## src/sv/ctmi_pkg.sv

```systemverilog
// ctmi_pkg: shared constants, codes and types of the tile map interpolator
// used by every module of the block; no dependencies
`default_nettype none
package ctmi_pkg;
	localparam int TILES_X_DEF = 8;
	localparam int TILES_Y_DEF = 8;
	localparam int MAX_TILES = 16;
	localparam int LEVELS = 256;
	localparam int LEVEL_W = 8;
	localparam int PIX_W = 8;
	localparam int TILE_W = 4;
	localparam int TROW_W = 3;
	localparam int CNT_W = 5;
	localparam int POS_W = 12;
	localparam int SIZE_W = 10;
	localparam int CENTRE_W = 14;
	localparam int FRAC_BITS = 24;
	localparam int COEFF_W = 25;
	localparam int WEIGHT_W = 24;
	localparam int DIV_STEPS = 25;
	localparam int STEP_W = 5;
	localparam int CFG_IDX_W = 4;
	localparam int SIZE_RESET = 64;
	localparam logic [COEFF_W-1:0] COEFF_RESET = COEFF_W'((1 << FRAC_BITS) / (SIZE_RESET + 1));

	typedef enum logic [CFG_IDX_W-1:0] {
		CFG_TILE_WIDTH  = 4'd0,
		CFG_TILE_HEIGHT = 4'd1
	} cfg_reg_t;

	typedef enum logic {
		CMD_WRITE = 1'b0,
		CMD_PIXEL = 1'b1
	} cmd_t;

	typedef struct packed {
		logic [TILE_W-1:0] lo;
		logic [TILE_W-1:0] hi;
		logic [SIZE_W-1:0] offs;
	} band_t;
endpackage
`default_nettype wire

```

## src/sv/ctmi_recip.sv

```systemverilog
// ctmi_recip: bit-serial reciprocal floor(2^24 / (size + 1)), one quotient bit per cycle
// depends on ctmi_pkg
`default_nettype none
module ctmi_recip
	import ctmi_pkg::*;
(
	input  wire logic               clk,
	input  wire logic               arst_n,
	input  wire logic               load,
	input  wire logic [SIZE_W-1:0]  size,
	output logic                    busy,
	output logic [COEFF_W-1:0]      coeff
);
	logic [SIZE_W:0]   div_q;
	logic [SIZE_W:0]   rem_q;
	logic [COEFF_W-1:0] quo_q;
	logic [STEP_W-1:0] step_q;
	logic [SIZE_W+1:0] trial;
	logic              qbit;

	always_comb begin
		trial = {rem_q, step_q == STEP_W'(DIV_STEPS)};
		qbit = trial >= {1'b0, div_q};
	end

	always_ff @(posedge clk or negedge arst_n) begin
		if (!arst_n) begin
			step_q <= '0;
			quo_q <= COEFF_RESET;
		end else if (load) begin
			step_q <= STEP_W'(DIV_STEPS);
			quo_q <= '0;
		end else if (step_q != '0) begin
			step_q <= step_q - 1'b1;
			quo_q <= {quo_q[COEFF_W-2:0], qbit};
		end
	end

	always_ff @(posedge clk) begin
		if (load) begin
			div_q <= {1'b0, size} + 1'b1;
			rem_q <= '0;
		end else if (step_q != '0) begin
			rem_q <= qbit ? (SIZE_W+1)'(trial - {1'b0, div_q}) : trial[SIZE_W:0];
		end
	end

	assign busy = step_q != '0;
	assign coeff = quo_q;
endmodule
`default_nettype wire

```

## config.mk

```make
export PLATFORM = sky130hd
export DESIGN_NAME = ctmi_recip
export DESIGN_NICKNAME = d
export VERILOG_FILES = /design/src/sv/ctmi_pkg.sv /design/src/sv/ctmi_recip.sv
export SDC_FILE = /design/constraint.sdc
export NUM_CORES = 1
export LEC_CHECK = 0
export BUFFER_PORTS_ARGS = -buffer_cell sky130_fd_sc_hd__buf_2
export CAP_MARGIN = 40
export CORE_MARGIN = 5
export CORE_UTILIZATION = 52
export DETAILED_ROUTE_END_ITERATION = 8
export GPL_TIMING_DRIVEN = 1
export PLACE_DENSITY_LB_ADDON = 0.15
export REMOVE_ABC_BUFFERS = 1
export SYNTH_ARGS = -nofsm -noshare
export SYNTH_HDL_FRONTEND = slang
export SYNTH_SLANG_ARGS = --single-unit
```

## constraint.sdc

```tcl
create_clock -name clk -period 2.6 [get_ports clk]
set_input_delay 0.39 -clock clk [delete_from_list [all_inputs] [get_ports clk]]
set_output_delay 0.39 -clock clk [all_outputs]
set_load 0.01 [all_outputs]
```

* After elaboration in Yosys (flattened, before gate mapping)
Cells that the tools add are included.
** Cells by class
- $add $sub $neg :: 3
- Magnitude comparators :: 1
- Equality and inequality tests :: 1
- Multiplexer cells :: 5
- Reductions and logical operators :: 2
** Operators by type and width (count)
- two-way mux 25 bit :: 2
- greater-or-equal comparator 12 x 11 -> 1 bit :: 1
- adder 10 x 1 -> 11 bit (second input constant) :: 1
- two-way mux 11 bit :: 1
- subtractor 11 bit :: 1
- two-way mux 5 bit :: 2
- == test 5 bit (second input constant) :: 1
- nonzero test 5 bit :: 1
- subtractor 5 x 1 -> 5 bit (second input constant) :: 1
- nonzero test 2 bit :: 1
** Word-level totals
- Flip-flop bits (word level) :: 52
- Input bits :: 13

* Longest topological paths before layout
Gate-level depths: netlist (run 1).
- Depth in word-level cells :: 4
- Gate-level depth with buffers :: 12
- Depth with buffers taken out :: 11

* Least setup slack after synthesis (run 1)
No wires, ideal clock.
- Path kind :: register to register
- Start point :: reg step_q[1]
- End point :: reg rem_q[6]
- Data arrival time :: 2.628 ns
- Slack :: -0.108 ns
- Cell stages (with the launch flop) :: 13
- Buffers on the path :: 1
- Period minus slack after synthesis :: 2.708 ns
- Path through :: dfrtp_1 -> inv_1 -> ha_1 -> nand4b_1 -> ha_1 -> fa_1 -> nand2b_1 -> a21oi_1 -> o211a_1 -> nor2_2 -> buf_4 -> or3b_1 -> a211oi_2
** Between the ends
- Cells in the longest elaborated chain, start to end :: 3
- Elaborated cells between the ends (all ways) :: 5
- Those cells by class :: add/sub (1); order compare (1); eq/ne (1); mux (1); reduce/logical (1)
** RTL lines
- start, declared :: RTL line ctmi_recip.sv:17 : logic [STEP_W-1:0] step_q;
- start signal, assigned :: RTL line ctmi_recip.sv:31 : step_q <= STEP_W'(DIV_STEPS);
- start signal, assigned :: RTL line ctmi_recip.sv:34 : step_q <= step_q - 1'b1;
- == test 5 bit :: RTL line ctmi_recip.sv:22 : trial = {rem_q, step_q == STEP_W'(DIV_STEPS)};
- subtractor 11 bit / greater-or-equal comparator 12 x 11 -> 1 bit (equally long branches) :: RTL line ctmi_recip.sv:44, ctmi_recip.sv:23
- two-way mux 11 bit :: RTL line ctmi_recip.sv:44 : rem_q <= qbit ? (SIZE_W+1)'(trial - {1'b0, div_q}) : trial[SIZE_W:0];
- end signal, assigned :: RTL line ctmi_recip.sv:44
- end, declared :: RTL line ctmi_recip.sv:15 : logic [SIZE_W:0] rem_q;
Several ways; a longest one is shown, not always the timed one.
A chain may end at the register's enable or synchronous reset.

* Final worst setup path (run 1)
- Start point :: reg step_q[1]
- End point :: reg rem_q[4]
Same word-level chain as after synthesis.

==> results of run 1 <==
Yosys cell counts (4+ instances only):
cell type | n | area, um^2
a211oi_1 | 5 | 37.54
a21oi_1 | 40 | 200.2
clkbuf_1 | 11 | 41.29
dfrtp_1 | 18 | 450.4
dfstp_2 | 12 | 315.3
dfxtp_1 | 11 | 220.2
edfxtp_1 | 11 | 330.3
ha_1 | 15 | 187.7
inv_1 | 16 | 60.06
nand2_1 | 60 | 225.2
nand2b_1 | 7 | 43.79
nand3_1 | 8 | 40.04
nor2_1 | 22 | 82.58
nor3_1 | 4 | 20.02
o21ai_0 | 11 | 55.05
o21ai_1 | 5 | 25.02
or3_1 | 4 | 25.02
xnor2_1 | 8 | 70.07
layer usage:
| layer | part of all wire [%] | up-vias |
|---|---|---|
| met3 | 3.7 | 8 |
| met2 | 50 | 47 |
| li1 | - | 1214 |
| met5 | 0 | - |
| met1 | 45 | 1127 |
| met4 | 1.3 | 0 |
worst paths after layout:
check / startpoint / to / slack [ns] / cells past startpoint
max reg2reg: step_q[1] / rem_q[4] / 0.04 / 11
min in group clk: size[0] / div_q[0] / 0.36 / 2
min reg2reg: coeff[3] / coeff[3] / 0.48 / 2
max: step_q[1] / rem_q[4] / 0.04 / 11
max in group asynchronous: arst_n / step_q[3] / 2.07 / 1
min: arst_n / coeff[22] / 0.09 / 1
power groups by stage:
stage | clock [W] | combinational [W] | sequential [W]
finish | 0.000489 | 0.00123 | 0.00104
global route | 0.000545 | 0.00137 | 0.00105
CTS | 0.000503 | 0.00112 | 0.00104
detailed placement | 0 | 0.00109 | 0.00105
global placement | 0 | 0.00106 | 0.00105
floorplan | 0 | 0.000730 | 0.00103
what timing repair did:
| item | in CTS | in global routing |
|---|---|---|
| pin swaps | 2 | 6 |
| endpoints found under the hold margin | 0 | 0 |
| gates cloned | 0 | 0 |
| setup buffers | 0 | 4 |
| endpoints found under the setup margin | 11 | 11 |
| gates resized for setup | 5 | 12 |
kinds of logic after synthesis:
| family | count (synthesis) | synth area share, % |
|---|---|---|
| simple gates | 127 | 21.56 |
| mux | 1 | 0.3506 |
| compound gates | 80 | 17.40 |
| flops | 52 | 46.10 |
| fa+ha+maj | 16 | 7.274 |
| buf+inv | 31 | 4.250 |
| xor+xnor | 10 | 3.068 |
metrics by stage:
stage | utilization [%] | total power, W | std cells | setup slack, ns
5_1_grt | 63.26 | 0.002965 | 443 | -0.06420
3_3_place_gp | 59.61 | 0.002110 | 431 | -0.005458
4_1_cts | 61.71 | 0.002659 | 439 | 0.005915
2_1_floorplan | - | 0.001762 | 303 | -0.7911
6_report | 63.26 | 0.002759 | 443 | 0.04409
3_5_place_dp | 59.61 | 0.002141 | 431 | -0.1013
critical path: stages, from the launching register on:
cell,delay [ns]
dfrtp_1,0.41
inv_2,0.08
ha_4,0.11
nand4b_1,0.13
ha_2,0.21
fa_2,0.35
nand2b_4,0.17
a21oi_4,0.17
o211a_4,0.20
nor2_4,0.05
or3_4,0.36
a311oi_2,0.22
cell usage in the layout (no fill, tap or decap), types with 3 or more instances in the layout:
cell type,n
a211oi_1,5
a211oi_2,3
a21o_1,3
a21oi_1,38
buf_2,38
buf_4,21
clkbuf_8,5
dfrtp_1,18
dfstp_2,12
dfxtp_1,11
edfxtp_1,11
ha_1,13
inv_1,15
nand2_1,60
nand2b_1,6
nand3_1,8
nand3b_1,3
nand4_1,3
nor2_1,22
nor3_1,4
nor3b_1,3
o21ai_0,11
o21ai_1,5
or3_1,3
xnor2_1,8
cell type report:
cell class	count	area [um^2]	area share, %
clock buffer	5	68.82	2.012
sequential	52	1316	38.49
tap	72	90.09	2.634
inverter	17	63.81	1.866
multi-input combinational	234	1496	43.76
timing repair buffer	60	359.1	10.50
clock inverter	3	25.02	0.7318
sequential cells by signal (all words and copies together), names as in the netlist:
| signal | cells |
|---|---|
| coeff | 25 |
| div_q | 11 |
| rem_q | 11 |
| step_q | 5 |
==> summary.md, run 1 <==
Status
* status: complete, no violations

Critical path
* Worst setup SP type: flop
* Critical Path RT: 2.83 ns
* endpoint arrival time on the critical path: 2.78 ns
* category of the most critical setup path: flop to flop
* crit path capture type: flop
* highest net fanout along the worst path: 5

Clock network
* clk_lat worst skew: 0.31 ns
* number of buffers inserted for hold repair after clock tree synthesis: 0
* number of buffers on the longest clock path: 2
* clk root buf: clkbuf_8
* TritonCTS Sinks: 52
* total clock buffers created by CTS: 5
* H-tree levels: 2
* CTS tree: built
* Clk pin slew, worst setup/hold paths: 0.10 ns

Global routing
* M1 GR Usage: 24.92%
* maximum number of pins on one net before global-route repair: 31
* Overall Global Routing Usage: 17.78%
* GRT met2 Usage: 28.41%
* busiest layer in global routing: met2
* wire length of the first global-routing pass: 10390 um
* vias in the first global route: 2203
* GRT overflow: 0
* number of antenna violations at the first check in global routing: 0
* met3 track demand over resource in global routing: 3.455%

Finish
* Finished Cell Area: 3420 um^2
* share of layout cells above drive strength 1: 27.49%
* layout-stage area growth over the synthesis result: 19.76%
* diode count: 0
* number of inserted filler cells in the final layout: 458
* number of nets in the layout: 399

Pwr
* worst voltage drop across the vdd grid: 0.0004107 V
* cell-internal power: 0.001732 W
* proportion of power drawn by combinational gates: 44.7%
* part of the total power dissipated in sequential elements: 37.5%
* Clk network pwr share: 17.7%
* Power Dens Cells: 807.0 nW/um^2
* switching portion of total power: 37.24%
* sw power: 0.001028 W
* leakage power: 1.500 nW

Yosys
* unique cell type count in the Yosys netlist: 51
* async set-reset flop share out of synthesis: 57.69%
* share of synthesized area occupied by flip-flops and latches: 46.10%
* number of synthesized flops with an enable pin: 11
* Gate Count Post-Synth: 317
* flip-flop cell with the highest count after synthesis: dfrtp_1
* mean area per synthesized cell: 9.007 um^2
* area of the mapped netlist: 2855 um^2
* number of warning messages in the yosys log: 0
* number of storage elements in the synthesis netlist: 52

Floorplan
* DIE AREA: 7073 um^2
* number of standard-cell rows in the floorplan: 27
* Core Region: 5405 um^2
* die width: 84.10 um
* floorplan die height: 84.10 um
* I/O pin total: 39
* starting utilization of the core area: 52.82%

Timing
* Fmax: 391.3 MHz
* post-route worst hold slack: 0.09419 ns
* minimum period implied by the final worst setup slack: 2.556 ns
* unrepaired setup endpoints after global routing: true
* Tcrit/Tclk final: 98.30%
* transition time at the pin with the least slew margin: 0.6658 ns
* accumulated negative setup slack: 0 ns
* tightest slew margin relative to the limit: 55.61%
* final number of max-transition violations: 0
* final setup violation count: 0
* final hold violation count: 0
* clk_skew: 0.006412 ns

Placed design
* routability-driven placement congestion ratio: 0.8550
* cell area after placement: 3222 um^2
* input/output buffers: 38
* HPWL Detailed: 4410 um

Drt
* Iteration-0 DRC Markers: 190
* number of search-and-repair iterations in the first detailed-routing pass: 5
* number of nets still failing antenna checks after routing: 0
* routed wire length: 6211 um
* vias post-DR: 2396
* drt wl/cell: 14.02 um
* DRC viols: 0
* routed via count divided by cell count: 5.409

Run
* max-cap viol count: 0

Min path
* class of the tightest hold or removal check: input pin to async pin

No activity file was read; power rests on OpenSTA's default activity.
==> run 2, diff against run 1 <==
--- a/config.mk
+++ b/config.mk
@@ -12,7 +12,6 @@
 export DETAILED_ROUTE_END_ITERATION = 8
 export GPL_TIMING_DRIVEN = 1
 export PLACE_DENSITY_LB_ADDON = 0.15
-export REMOVE_ABC_BUFFERS = 1
 export SYNTH_ARGS = -nofsm -noshare
 export SYNTH_HDL_FRONTEND = slang
 export SYNTH_SLANG_ARGS = --single-unit
==> summary.md, run 2 (synthesis gave the netlist of run 1 again) <==
Status
* status: complete, no violations

Timing
* clk_skew: 0.009444 ns, +0.003032 ns
* final number of max-transition violations: 0, unchanged
* Fmax: 389.4 MHz, -0.48%
* tightest slew margin relative to the limit: 53.24%, -2.4 points
* minimum period implied by the final worst setup slack: 2.568 ns, +0.01234 ns
* Tcrit/Tclk final: 98.78%, +0.47 points
* accumulated negative setup slack: 0 ns, unchanged
* transition time at the pin with the least slew margin: 0.7014 ns, +0.03560 ns
* final setup violation count: 0, unchanged
* Worst Slack Setup Final: 0.03175 ns, -0.01234 ns
* final hold violation count: 0, unchanged
* unrepaired setup endpoints after global routing: true

Pwr
* leakage power: 1.467 nW, -2.2%
* Power Dens Cells: 797.4 nW/um^2, -1.2%
* worst voltage drop across the vdd grid: 0.0004243 V, +3.3%

Clock network
* clk root buf: clkbuf_8
* total clock buffers created by CTS: 5, unchanged
* number of buffers inserted for hold repair after clock tree synthesis: 0, unchanged
* TritonCTS Sinks: 52, unchanged
* CTS tree: built
* H-tree levels: 2, unchanged
* number of buffers on the longest clock path: 2, unchanged
* clk_lat worst skew: 0.30 ns, about the same
* Clk pin slew, worst setup/hold paths: 0.09 ns, about the same

Floorplan
* I/O pin total: 39, unchanged
* starting utilization of the core area: 52.82%, unchanged
* DIE AREA: 7073 um^2, unchanged
* Core Region: 5405 um^2, unchanged
* die width: 84.10 um, unchanged
* floorplan die height: 84.10 um, unchanged
* number of standard-cell rows in the floorplan: 27, unchanged

Global routing
* Overall Global Routing Usage: 18.06%, +0.27 points
* GRT overflow: 0, unchanged
* maximum number of pins on one net before global-route repair: 36, +16%
* vias in the first global route: 2308, +4.8%
* number of antenna violations at the first check in global routing: 0, unchanged
* wire length of the first global-routing pass: 10580 um, +1.9%

Finish
* Largest register FFs: 25, unchanged
* fraction of the core area covered by cells at the end of the flow: 62.11%, -1.2 points
* number of non-filler instances in the completed layout: 436, -1.6%
* number of nets in the layout: 392, -1.8%
* Finished Cell Area: 3357 um^2, -1.8%
* commonest cells after routing, fill and taps aside: 60 x nand2_1, 38 x a21oi_1, 38 x buf_2
* share of layout cells above drive strength 1: 25.82%, -1.7 points
* leading cell type in the layout, fill and taps excluded: nand2_1
* diode count: 0, unchanged
* layout-stage area growth over the synthesis result: 17.57%

Critical path
* Critical Path RT: 2.83 ns, about the same
* crit path capture type: flop
* largest incremental delay on the critical path: 0.41 ns, about the same
* Critical Path, Cell by Cell: inv_2 -> ha_4 -> nand4b_1 -> ha_2 -> fa_2 -> nand2b_4 -> a21oi_4 -> o211a_4 -> nor2_4 -> or3_4 -> a311oi_2
* category of the most critical setup path: flop to flop
* setup slack on the worst flop-to-flop path: 0.03 ns, about the same
* endpoint arrival time on the critical path: 2.79 ns, about the same
* crit path max-delay cell type: dfrtp_1
* highest net fanout along the worst path: 5, unchanged
* cell family with the largest share of critical-path delay: simple AND/OR/NAND/NOR gates
* worst path bufs/invs: 1, unchanged
* Worst setup SP type: flop

Drt
* number of nets still failing antenna checks after routing: 0, unchanged
* number of search-and-repair iterations in the first detailed-routing pass: 4, -1
* Iteration-0 DRC Markers: 135, -29%
* routed via count divided by cell count: 5.528, +2.2%
* drt wl/cell: 14.46 um, +3.1%
* routed wire length: 6304 um, +1.5%
* vias post-DR: 2410, +0.58%
* DRC viols: 0, unchanged

Placed design
* HPWL Detailed: 4449 um, +0.88%
* placed instance count: 425, -1.4%
* pre-CTS worst setup slack: -0.04990 ns, +0.05141 ns
* routability-driven placement congestion ratio: 0.9181, +7.4%
* cell area after placement: 3193 um^2, -0.89%
* input/output buffers: 38, unchanged

Yosys
* syn nets: 346

Min path
* class of the tightest hold or removal check: input pin to async pin

Run
* max-cap viol count: 0, unchanged

-- run 2: routing by layer --
layer / track usage [%] / wire length (um)
met1: 24.11 / 2836
met2: 29.20 / 3069
met3: 3.949 / 294
met4: 5.848 / 104
met5: 0 / 0
-- run 2: final timing paths --
kind | startpoint | end | cells after the start
max | step_q[1] | rem_q[4] | 11
min | arst_n | coeff[24] | 1
max reg2reg | step_q[1] | rem_q[4] | 11
min reg2reg | coeff[16] | coeff[16] | 2
max in group asynchronous | arst_n | coeff[18] | 1
min in group clk | size[0] | div_q[0] | 2
-- run 2: area by class of cell --
cell class | instances | area, um^2
fillers | 469 | 2048
repair buffers | 53 | 302.8
clock inverters | 1 | 6.256
clock buffers | 7 | 86.33
inverters | 17 | 63.81
multi-input cells | 234 | 1491
well taps | 72 | 90.09
flip-flops and latches | 52 | 1316
-- run 2: where the power goes --
group          switching [W]  internal, W  total (W)  leakage (nW)
Sequential         0.0000894     0.000950    0.00104         0.559
Clock               0.000258     0.000218   0.000475        0.0488
Combinational       0.000633     0.000530    0.00116         0.859
-- run 2: through the flow --
step	hold slack (ns)	total power [W]
after floorplan	0.09441	0.001819
after global placement	0.4621	0.002101
after detailed placement	0.4644	0.002117
after CTS	0.1243	0.002613
after global routing	0.1598	0.002874
final	0.1072	0.002677
-- run 2: timing repair --
| action | CTS | global route |
|---|---|---|
| pin swaps | 4 | 0 |
| resized for setup | 2 | 8 |
| setup buffers | 0 | 3 |
| setup endpoints to repair | 6 | 10 |
