File: src/sv/ctmi_pkg.sv
// ctmi_pkg: shared constants, codes and types of the tile map interpolator
// used by every module of the block; no dependencies
`default_nettype none
package ctmi_pkg;
	localparam int TILES_X_DEF = 8;
	localparam int TILES_Y_DEF = 8;
	localparam int MAX_TILES = 16;
	localparam int LEVELS = 256;
	localparam int LEVEL_W = 8;
	localparam int PIX_W = 8;
	localparam int TILE_W = 4;
	localparam int TROW_W = 3;
	localparam int CNT_W = 5;
	localparam int POS_W = 12;
	localparam int SIZE_W = 10;
	localparam int CENTRE_W = 14;
	localparam int FRAC_BITS = 24;
	localparam int COEFF_W = 25;
	localparam int WEIGHT_W = 24;
	localparam int DIV_STEPS = 25;
	localparam int STEP_W = 5;
	localparam int CFG_IDX_W = 4;
	localparam int SIZE_RESET = 64;
	localparam logic [COEFF_W-1:0] COEFF_RESET = COEFF_W'((1 << FRAC_BITS) / (SIZE_RESET + 1));

	typedef enum logic [CFG_IDX_W-1:0] {
		CFG_TILE_WIDTH  = 4'd0,
		CFG_TILE_HEIGHT = 4'd1
	} cfg_reg_t;

	typedef enum logic {
		CMD_WRITE = 1'b0,
		CMD_PIXEL = 1'b1
	} cmd_t;

	typedef struct packed {
		logic [TILE_W-1:0] lo;
		logic [TILE_W-1:0] hi;
		logic [SIZE_W-1:0] offs;
	} band_t;
endpackage
`default_nettype wire

File: src/sv/ctmi_band.sv
// ctmi_band: per-axis band finder, two stages: centre compare count, then tiles and distance
// depends on ctmi_pkg
`default_nettype none
module ctmi_band
	import ctmi_pkg::*;
#(
	parameter int TILES = TILES_X_DEF
) (
	input  wire logic              clk,
	input  wire logic [SIZE_W-1:0] size,
	input  wire logic [POS_W-1:0]  pos_s1,
	output band_t                  band_s3
);
	logic [CENTRE_W-1:0] centre_q [MAX_TILES];
	logic [CNT_W-1:0]    cnt;
	logic [CNT_W-1:0]    cnt_s2;
	logic [POS_W-1:0]    pos_s2;
	logic [TILE_W-1:0]   idx;
	logic [CENTRE_W-1:0] diff;
	logic                at_edge;
	band_t               band;

	always_ff @(posedge clk) begin
		for (int j = 0; j < MAX_TILES; j++) begin
			centre_q[j] <= CENTRE_W'(j) * {4'b0, size} + {5'b0, size[SIZE_W-1:1]};
		end
	end

	// number of centres at or left of the pixel
	always_comb begin
		cnt = '0;
		for (int j = 0; j < TILES; j++) begin
			cnt = cnt + CNT_W'({2'b0, pos_s1} >= centre_q[j]);
		end
	end

	always_ff @(posedge clk) begin
		cnt_s2 <= cnt;
		pos_s2 <= pos_s1;
	end

	always_comb begin
		at_edge = (cnt_s2 == '0) || (cnt_s2 == CNT_W'(TILES));
		idx = TILE_W'(cnt_s2 - 1'b1);
		diff = {2'b0, pos_s2} - centre_q[idx];
		if (cnt_s2 == '0) begin
			band.lo = '0;
			band.hi = '0;
		end else if (at_edge) begin
			band.lo = TILE_W'(TILES - 1);
			band.hi = TILE_W'(TILES - 1);
		end else begin
			band.lo = idx;
			band.hi = cnt_s2[TILE_W-1:0];
		end
		band.offs = at_edge ? '0 : diff[SIZE_W-1:0];
	end

	always_ff @(posedge clk) begin
		band_s3 <= band;
	end
endmodule
`default_nettype wire

File: config.mk
export PLATFORM = sky130hd
export DESIGN_NAME = ctmi_band
export DESIGN_NICKNAME = d
export VERILOG_FILES = /design/src/sv/ctmi_pkg.sv /design/src/sv/ctmi_band.sv
export SDC_FILE = /design/constraint.sdc
export NUM_CORES = 1
export LEC_CHECK = 0
export ABC_AREA = 1
export BUFFER_PORTS_ARGS = -buffer_cell sky130_fd_sc_hd__clkbuf_2
export CAP_MARGIN = 20
export CORE_MARGIN = 2
export CORE_UTILIZATION = 40
export CTS_CLUSTER_SIZE = 20
export DETAILED_ROUTE_END_ITERATION = 8
export SLEW_MARGIN = 40
export SYNTH_ARGS = -nofsm -noshare
export SYNTH_HDL_FRONTEND = slang
export SYNTH_SLANG_ARGS = --single-unit
File: constraint.sdc
create_clock -name clk -period 11.85 [get_ports clk]
set_input_delay 2.37 -clock clk [delete_from_list [all_inputs] [get_ports clk]]
set_output_delay 2.37 -clock clk [all_outputs]
set_load 0.05 [all_outputs]
Word-level counts from Yosys, hierarchy flattened
Memories as Yosys holds them, arrays and structs flattened.
Cells that the tools add are included.
{ "totals": {"reg_bits": 33, "ramBits": 224, "input_bits": 23, "out_inout_bits": 18, "wordCells": 56, "memories": 1} }
{ "memory_table": {"columns": ["name", "words", "word_bits", "read_ports", "rd_clocked_by_memory_dff", "wr", "line_no", "text"], "rows": [
  ["centre_q", 16, 14, 9, 0, 16, "ctmi_band.sv:14", "logic [CENTRE_W-1:0] centre_q [MAX_TILES];"]
]} }
{ "classes": {"addsub": 24, "mul": 11, "magnitude_cmp": 8, "eq_ne": 1, "muxes": 1, "n_reduce_logical": 3} }
{ "ops": {"columns": ["operator", "count"], "rows": [
  ["$ge A12 B14 Y1", 8],
  ["$add A14 B9 Y14", 7],
  ["$add A13 B9 Y14", 4],
  ["$mul A4 B10 Y14 const A", 4],
  ["$mul A3 B10 Y13 const A", 4],
  ["$mul A2 B10 Y12 const A", 3],
  ["$add A12 B9 Y13", 2],
  ["$add A5 B1 Y5", 3],
  ["$add A11 B9 Y12", 1],
  ["$add A10 B9 Y11", 1],
  ["$sub A10 B10 Y10", 1],
  ["$mux W7", 1],
  ["$add A4 B1 Y5", 1],
  ["$eq A5 B4 Y1 const B", 1],
  ["$logic_not A5 Y1", 1],
  ["$add A3 B1 Y4", 1],
  ["$sub A4 B1 Y4 const B", 1],
  ["$add A2 B1 Y3", 1],
  ["$add A1 B1 Y2", 1],
  ["$reduce_or A2 Y1", 1],
  ["$logic_or A1 B1 Y1", 1]
]} }

Depth between registers and ports, before layout
Gate-level depths: netlist (run 1).
An unclocked memory read counts as a cell.
{ "logic_depth": {"ltp_word": 9, "ltp_mapped": 21, "mapped_depth_nobuf": 19} }

Worst setup path before layout (run 1)
Ideal clock, no wire load.
{ "synth_timing": {"kind": "input port to flip-flop", "startpoint": "in pos_s1[1]", "endpoint": "reg cnt_s2[2]", "setup_time_ns": 0.119, "arrival_ns": 5.533, "required_ns": 11.731, "slack_ns": 6.198, "cell_stages": 18, "n_path_buf": 0, "cell_sequence": "ha_1 inv_1 o21bai_1 a21boi_0 o21ai_0 nand4_1 nand2_1 nor2_1 fa_1 inv_1 fa_1 inv_1 fa_1 inv_1 ha_1 inv_1 fa_1 xnor2_1"} }
{ "synth_between": {"elab_chain_cells": 8, "elab_cells_between_ends": 15, "classes_between": "add/sub (7); order compare (8)"} }
{ "synth_lines": {"columns": ["item", "line_no", "text"], "rows": [
  ["from (decl)", "ctmi_band.sv:11", "input wire logic [POS_W-1:0] pos_s1,"],
  ["$ge A12 B14 Y1", "ctmi_band.sv:33", "cnt = cnt + CNT_W'({2'b0, pos_s1} >= centre_q[j]);"],
  ["$add A1 B1 Y2", "ctmi_band.sv:33", null],
  ["$add A2 B1 Y3", "ctmi_band.sv:33", null],
  ["$add A3 B1 Y4", "ctmi_band.sv:33", null],
  ["$add A4 B1 Y5", "ctmi_band.sv:33", null],
  ["$add A5 B1 Y5 (2 in series)", "ctmi_band.sv:33", null],
  ["$add A5 B1 Y5 *", "ctmi_band.sv:33", null],
  ["net cnt[2]", "ctmi_band.sv:15", "logic [CNT_W-1:0] cnt;"],
  ["to (signal assigned)", "ctmi_band.sv:38", "cnt_s2 <= cnt;"],
  ["to (decl)", "ctmi_band.sv:16", "logic [CNT_W-1:0] cnt_s2;"]
]} }
The timed path passes the listed nets; every way through them passes the cells marked *.
A chain may end at the register's enable or synchronous reset.

Worst setup path after layout (run 1)
{ "layout_timing": {"startpoint": "in pos_s1[7]", "endpoint": "reg cnt_s2[2]"} }
Same word-level chain as after synthesis.

==> results of run 1 <==
-- stage by stage --
stage	utilization (%)	area, um^2	total power, mW	cells	hold WS (ns)
after floorplan	-	14500	2.62	1808	0.443
after global placement	42.8	15200	3.31	2296	0.469
after detailed placement	42.8	15200	3.34	2296	0.477
after CTS	44.4	15800	3.94	2328	0.491
after global routing	44.4	15800	4.27	2328	0.511
final	44.4	15800	3.95	2328	0.491
-- sequential cells by signal (all words and copies together) (netlist names) --
register,flops
band_s3,18
pos_s2,10
centre_q,146
cnt_s2,4
-- final cells by class --
cell class	instances	area, um^2
Fill cell	3549	19800
Multi-Input combinational cell	1274	9550
Sequential cell	178	3560
Inverter	333	1250
Tap cell	461	577
Clock buffer	18	429
Timing Repair Buffer	50	275
Clock inverter	14	168
-- worst max-delay path by stage --
stage,to,start,slack (ns)
CTS,cnt_s2[2],pos_s1[1],6.21
global placement,cnt_s2[1],pos_s1[7],5.75
finish,cnt_s2[2],pos_s1[7],6.18
detailed placement,cnt_s2[2],pos_s1[1],5.73
floorplan,cnt_s2[2],pos_s1[1],6.20
global route,cnt_s2[2],pos_s1[1],5.94
-- layout by cell type, fill, tap and decap left out, drive strengths merged, types with 10 or more instances in the layout --
cell    instances
fa             86
xor2           94
clkbuf         58
o211ai         11
dfxtp         178
o221ai         12
nor3           12
nand4          20
a21oi         172
nand2         258
ha            218
nor2          112
buf            10
inv           341
nand3          99
o21ai          95
o21bai         11
xnor2          23
-- power by group through the flow --
stage	sequential, mW	combinational [mW]	clock (mW)
after global placement	0.935	2.38	0
after floorplan	0.993	1.63	0
after detailed placement	0.938	2.40	0
final	0.928	2.44	0.588
after global routing	0.944	2.71	0.617
after CTS	0.926	2.42	0.595
-- metal layers --
metal | vias to the layer above | GRT usage, %
met5 | - | 0
met2 | 368 | 39.8
li1 | 5982 | -
met3 | 70 | 3.18
met4 | 0 | 10.8
met1 | 5760 | 32.6
-- worst reg2reg max path: stages (launching register included) --
cell     delay (ns)
dfxtp_2        0.42
inv_2          0.06
ha_1           0.29
buf_4          0.26
inv_2          0.65
o21ai_0        0.25
o22ai_1        0.27
nor2_1         0.07
o21ai_0        0.47
inv_1          0.10
ha_1           0.37
a21oi_1        0.21
o21ai_0        0.17
nand2_1        0.09
nand3_1        0.06
nor2_1         0.25
nand3_1        0.12
nand2_1        0.07
nor2_1         0.04
-- logic make-up after synthesis --
kind of cell	count (synthesis)	synth area share [%]
and+or+nand+nor	519	15.2
buffers and inverters	356	9.47
AOI/OAI and AO/OA	334	12.8
adders and majority gates	304	30.7
DFF	178	24.6
xor gates and xnor gates	117	7.08
==> metrics.txt, run 1 <==
most common cell in the netlist inv_1; Die Span X 194 um; number of port buffers 40; Bufs and invs on worst path 5; max-slew violation count 0; I/O Pins 41; CTS tree built; startpoint types input pin; area of the die between 0.03 and 0.04 mm^2; wire per inst 19.5 um; final-stage net count roughly 2.2k; Synth area leaders dfxtp_1 25%, ha_1 19%, fa_1 12%, inv_1 8.5%, nand2_1 6.6%; clk slew on worst S/H paths 0.07 ns; hold path cells 2; post-CTS setup buffer count 0; syn avg cell area 8.01 um^2; VDD IR max approximately 0.24 mV; final hold vios 0; M1 WL 20500 um; Worst Skew around 0.016 ns; clk_lat worst skew 0.46 ns; Crit path max-delay family adder cells; Logic pwr share between 60% and 70%; PwrDens 250 mW/mm^2; 1st-pass router iterations 5; CP arrival approximately 6 ns; Post-Syn Nets 2135; DP HPWL 35900 um; Crit. End Element flip-flop; Synth top area share 24.6%; diode count 0; top_reg_cell synth dfxtp_1; worst reg2reg startpoint cnt_s2[0]; pin count of the biggest net entering global routing 68; slew margin rel. 48.7%; vias per cell 5.23; WP data required 12.19 ns; post-synthesis cell count 1808; grt total ovfl 0; crit path kind input pin to flip-flop; crit-path max FO 9; number of synthesis warnings 0; Async SR Flop Fraction 0%; Cell Area, Synth 0.0145 mm^2; status finished clean; Clock power frac between 10% and 20%; Seq pwr share between 20% and 30%; ordered cell list for the critical path clkbuf_2 -> ha_1 -> nand2_1 -> nor4_1 -> a221oi_1 -> fa_1 -> inv_1 -> fa_1 -> inv_1 -> fa_1 -> inv_1 -> ha_1 -> inv_1 -> fa_1 -> xnor2_1; Post-synth EDFFs 0; Worst path max stage delay between 0.5 and 0.6 ns; setup violators final 0; Max Used Layer met4; number of distinct library cells after synthesis 44; RSZ-0062 raised after global routing no; post-place setup slack 5.73 ns; Final GP Congestion 0.919; fin crit share 47.8%; Tightest Pin Transition 0.762 ns; Total Wirelength 45400 um; TritonCTS Buffers 17; Worst path depth 15; Slowest-stage cell, CP fa_1; min cycle time layout 5.67 ns; metal2 WL 20700 um; Worst R2R End band_s3[9]; DRC errors left 0; R2R setup slack between 7 and 8 ns; CTS root buffer clkbuf_16; worst setup margin 6.18 ns; worst hold path type flip-flop to flip-flop; worst hold start cnt_s2[3]; CTS sink cnt about 180; CTS Hold Buffers Added 0; sum of negative setup slack 0 ns; synth cell count leaders 328 x inv_1, 255 x nand2_1, 218 x ha_1, 178 x dfxtp_1, 172 x a21oi_1; layout cells sized above 1 5.36%; P_leak 8.11 nW; r2r worst-path depth 18; Final ANT Viol Nets 0; area grow syn2layout 9.22%; Worst Hold Endpoint band_s3[13]; vias in the first global route 12.2k; Cell Rows 69; Initial Util 40.7%; post-cts sizing count 0; initial antenna violation count 0; worst-case clock buffer depth 2; core area 0.0356 mm^2; Yosys top cell by area dfxtp_1; Sw Share 51.4%; Fmax 176 MHz; DR vias ~12k; H-tree depth 4; routed wl met3 2360 um; number of max-cap violations 0; internal power 1.92 mW; Global Route Usage Sum 24.5%; global-route wire length before repair 70000 um; DIE HEIGHT 194 um; sw power 2.03 mW; initial drt markers 1030; post-synthesis sequential area ratio 24.6%; Seq cells post-synth 178
Note: power is estimated with default switching activity, not from simulation.
==> run 2, diff against run 1 <==
Clock period 11.85 ns to 5.2 ns, I/O delays scaled along.
==> metrics.txt, run 2 (synthesis gave the netlist of run 1 again) <==
WP data required 5.53 ns; most frequent cells in the layout 328 x inv_1, 255 x nand2_1, 218 x ha_1; TritonCTS Buffers 17; DIE HEIGHT a little under 200 um; number of port buffers 40; Initial Util between 40% and 50%; crit-path max FO 5; DP HPWL roughly 37000 um; worst hold path type flip-flop to flip-flop; initial drt markers 921; Largest Register centre_q; status finished clean; DR vias roughly 12k; pin count of the biggest net entering global routing 47; vias in the first global route between 10k and 15k; CP arrival 4.66 ns; Worst Skew 0.0200 ns; VDD IR max 0.550 mV; Crit. End Element flip-flop; final-stage net count 2201; Fmax 231 MHz; Logic pwr share between 60 and 70%; CTS sink cnt about 180; area of the die 0.0377 mm^2; final hold vios 0; 1st-pass router iterations 6; max FFs per register 146; leading registers by flop count centre_q (146), band_s3 (18), pos_s2 (10); setup violators final 0; Tightest Pin Transition slightly below 0.8 ns; H-tree depth 4; fin area 0.0160 mm^2; post-cts sizing count 0; DRC errors left 0; CTS root buffer clkbuf_16; clk_lat worst skew roughly 0.46 ns; I/O Pins between 40 and 50; core area 0.0356 mm^2; max-slew violation count 0; grt total ovfl 0; Global Route Usage Sum 24.4%; Total Wirelength 45100 um; vias per cell 5.19; Clock power frac about 15%; Final ANT Viol Nets 0; diode count 0; global-route wire length before repair 70000 um; wire per inst approximately 19 um; sw power 4.57 mW; worst setup margin 0.877 ns; clk slew on worst S/H paths 0.06 ns; internal power 4.44 mW; P_leak 8.19 nW; initial antenna violation count 0; Cell Rows 69; Seq pwr share a little under a quarter; number of max-cap violations 0; Final GP Congestion 0.945; total power 9.01 mW; slew margin rel. 47.4%; crit path kind input pin to flip-flop; RSZ-0062 raised after global routing no; min cycle time layout 4.32 ns; startpoint types input pin; worst-case clock buffer depth 2; Hold WS 0.496 ns; Sw Share 50.7%; area grow syn2layout 10.2%; post-CTS setup buffer count 0; PwrDens 565 mW/mm^2; CTS tree built; DP Area roughly 0.015 mm^2; commonest non-fill, non-tap cell in the layout inv_1; layout cells sized above 1 6.41%; sum of negative setup slack 0 ns; post-place setup slack a little under 0.4 ns; CTS Hold Buffers Added 0; Die Span X 194 um; fin crit share 83.1%
==> run 2: changes by cell type in the layout (fill, tap and decap cells not counted), sizes merged <==
cell | previous run | this run
inv | 341 | 340
clkbuf | 58 | 57
buf | 10 | 30
bufinv | 0 | 1
clkinvlp | 0 | 3
clkinv | 6 | 4
==> run 2: final timing paths <==
check / from / to / slack (ns) / cells after the start
worst max-delay path: pos_s1[1] / cnt_s2[2] / 0.88 / 19
worst min-delay path: cnt_s2[3] / band_s3[13] / 0.50 / 2
worst max register to register: centre_q[9][1] / cnt_s2[2] / 1.14 / 19
worst min register to register: cnt_s2[3] / band_s3[13] / 0.50 / 2
==> run 2: power by group through the flow <==
stage | logic, mW | registers (mW) | clock network [mW]
after floorplan | 3.71 | 2.26 | 0
after global placement | 5.44 | 2.13 | 0
after detailed placement | 5.48 | 2.13 | 0
after CTS | 5.51 | 2.10 | 1.35
after global routing | 6.22 | 2.15 | 1.41
final | 5.55 | 2.11 | 1.34
==> run 2: final cells by class <==
class,instances,area (um^2)
sequential,178,3560
clock buffer,17,425
tap,461,577
fill,3554,19600
inverter,333,1250
clock inverter,15,168
multi-input combinational,1274,9550
timing repair buffer,70,425
==> run 2: per-layer routing <==
metal / vias to the layer above / global-route usage [%] / wire length, um
li1: 6024 / - / -
met2: 335 / 40.5 / 20800
met5: - / 0 / 0
met3: 61 / 3.41 / 2540
met1: 5775 / 32.7 / 20500
met4: 0 / 8.11 / 1350
==> run 2: per-stage QoR <==
stage               std cells  util [%]
global route             2348      44.9
CTS                      2348      44.8
floorplan                1808         -
finish                   2348      44.9
global placement         2316      43.2
detailed placement       2316      43.2
==> run 2: worst max-delay path, cell delays in order <==
cell	delay (ns)
clkbuf_2	0.14
ha_1	0.31
inv_1	0.04
o21bai_1	0.20
a21boi_0	0.12
o21ai_0	0.18
nand4_1	0.10
nand2_1	0.07
nor2_1	0.05
fa_1	0.52
inv_1	0.06
fa_1	0.52
inv_1	0.05
fa_1	0.46
inv_1	0.07
ha_1	0.17
inv_1	0.06
fa_1	0.37
xnor2_1	0.13
==> run 3, diff against run 2 <==
Settings changed: ABC_AREA 1 to 0.
Clock period 5.2 ns to 4.06 ns, I/O delays scaled along.
==> metrics.txt, run 3 <==
commonest non-fill, non-tap cell in the layout inv_1; top_reg_cell synth dfxtp_1; vias per cell 5.10; Largest Register centre_q; Total Wirelength 37800 um; post-synthesis cell count 1359; CTS tree built; number of port buffers 40; worst-case clock buffer depth 2; number of max-cap violations 0; P_leak around 7.8 nW; crit-path max FO 2; Post-Syn Nets between 1.5k and 2k; CP Launch Point pos_s1[0]; synth cell count leaders 224 x inv_1, 218 x ha_1, 178 x dfxtp_1, 93 x xnor2_1, 86 x fa_1; status finished clean; setup violators final 0; slew margin rel. 56.8%; fin crit share roughly 100%; placed insts 1942; most frequent cells in the layout 221 x inv_1, 214 x ha_1, 177 x dfxtp_1; Fmax 246 MHz; FILL cells 3133; final-stage net count 1842; final std cells w/o fill 1976; Async SR Flop Fraction 0%; total power 11.3 mW; Cell Rows 67; final hold vios 0; grt total ovfl 0; vias in the first global route roughly 10k; Tightest Pin Transition 0.642 ns; initial antenna violation count 1; CTS Hold Buffers Added 0; DIE HEIGHT 189 um; fin area 0.0160 mm^2; area of the die 0.0358 mm^2; Seq cells post-synth 178; TritonCTS Buffers 17; worst hold start pos_s1[0]; RSZ-0062 raised after global routing yes; 1st-pass router iterations 5; min cycle time layout 4.06 ns; PwrDens 705 mW/mm^2; DP Area approximately 0.015 mm^2; Initial Util 40.8%; Post-synth EDFFs 0; worst reg2reg startpoint centre_q[10][0]; clk_lat worst skew 0.45 ns; layout cells sized above 1 15.3%; CP arrival 4.41 ns; I/O Pins between 40 and 50; startpoint types input pin; post-place setup slack -0.650 ns; Worst Skew 0.0168 ns; CTS sink cnt approximately 180; Yosys top cell by area dfxtp_1; number of distinct library cells after synthesis between 50 and 60; Synth area leaders dfxtp_1 26%, ha_1 20%, fa_1 13%, inv_1 6.1%, xnor2_1 5.9%; core area 0.0336 mm^2; Synth top area share around a quarter; register area approximately 0.0036 mm^2; WP data required 4.41 ns; leading registers by flop count centre_q (146), band_s3 (18), pos_s2 (10); Crit. End Element flip-flop; syn avg cell area 10.1 um^2; Cell Area, Synth between 0.01 and 0.015 mm^2; Final ANT Viol Nets 0; post-synthesis sequential area ratio 26.0%; worst hold path type input pin to flip-flop; most common cell in the netlist inv_1; global-route wire length before repair 58300 um; Die Span X 189 um; diode count 0; worst setup margin 0.00171 ns; Global Route Usage Sum 21.8%; max-slew violation count 0; area of the multi-input gates 0.00932 mm^2; H-tree depth 4; DP HPWL between 30000 and 40000 um; max FFs per register approximately 150; CTS root buffer clkbuf_16; VDD IR max 0.516 mV; number of synthesis warnings 0; area grow syn2layout 16.5%; crit path kind input pin to flip-flop; Final GP Congestion 0.872; Hold WS 0.522 ns; pin count of the biggest net entering global routing 36; DR vias between 10k and 15k; DRC errors left 0; wire per inst 19.1 um; initial drt markers 541; clk slew on worst S/H paths about 0.070 ns
run 3: final timing paths:
path | endpoint | slack, ns | cells after the start
max | cnt_s2[1] | 0.002 | 19
min | pos_s2[0] | 0.52 | 1
max reg2reg | cnt_s2[1] | 0.15 | 17
min reg2reg | band_s3[12] | 0.54 | 2
run 3: timing repair:
item                                    CTS  global route
pin swaps                                 6             3
hold endpoints to repair                  0             0
gates resized for setup                   7             4
endpoints found under the setup margin    2             4
gates cloned                              0             0
buffers inserted                          2             0
run 3: critical path, cell delays in order:
cell and delay (ns):
clkbuf_16 0.12, inv_12 0.03, ha_4 0.24, nand2b_4 0.11, a21o_1 0.14, a21oi_2 0.06
o21ai_2 0.16, nand3_1 0.09, a311o_1 0.32, fa_1 0.49, inv_1 0.05, fa_1 0.47
inv_1 0.05, fa_1 0.42, inv_1 0.07, ha_2 0.18, inv_2 0.04, fa_2 0.52
inv_2 0.03
run 3: area by class of cell:
type / instances / share of cell area (%)
multi-input cells: 946 / 58.3
flip-flops and latches: 178 / 22.3
repair buffers: 148 / 6.84
inverters: 224 / 5.34
well taps: 448 / 3.51
clock buffers: 18 / 2.68
clock inverters: 14 / 1.06
run 3: per-stage QoR:
stage          util, %  TNS, ns
2_1_floorplan        -   -0.124
3_5_place_dp      45.6    -1.74
6_report          47.6        0
5_1_grt           47.6   -0.263
4_1_cts           47.5  -0.0555
3_3_place_gp      45.6    -1.58
run 3: power by group:
group          leakage (nW)  switching, mW  internal [mW]
registers              1.50          0.325           2.42
logic                  6.05           3.61           3.18
clock network         0.290          0.804          0.931
run 3: per-layer routing:
layer  global-route usage [%]  wire [um]
met3                     2.65       1150
met5                        0          0
met4                     5.11        603
met2                     37.6      18300
met1                     29.1      17700
run 3: kinds of logic after synthesis:
| group | synth area share (%) |
|---|---|
| AND/OR/NAND/NOR | 7.10 |
| adder cells (fa/ha/maj) | 32.4 |
| buffers and inverters | 6.68 |
| multiplexers | 6.59 |
| AO/OA/AOI/OAI | 13.1 |
| flip-flops | 26.0 |
| XOR/XNOR | 8.09 |
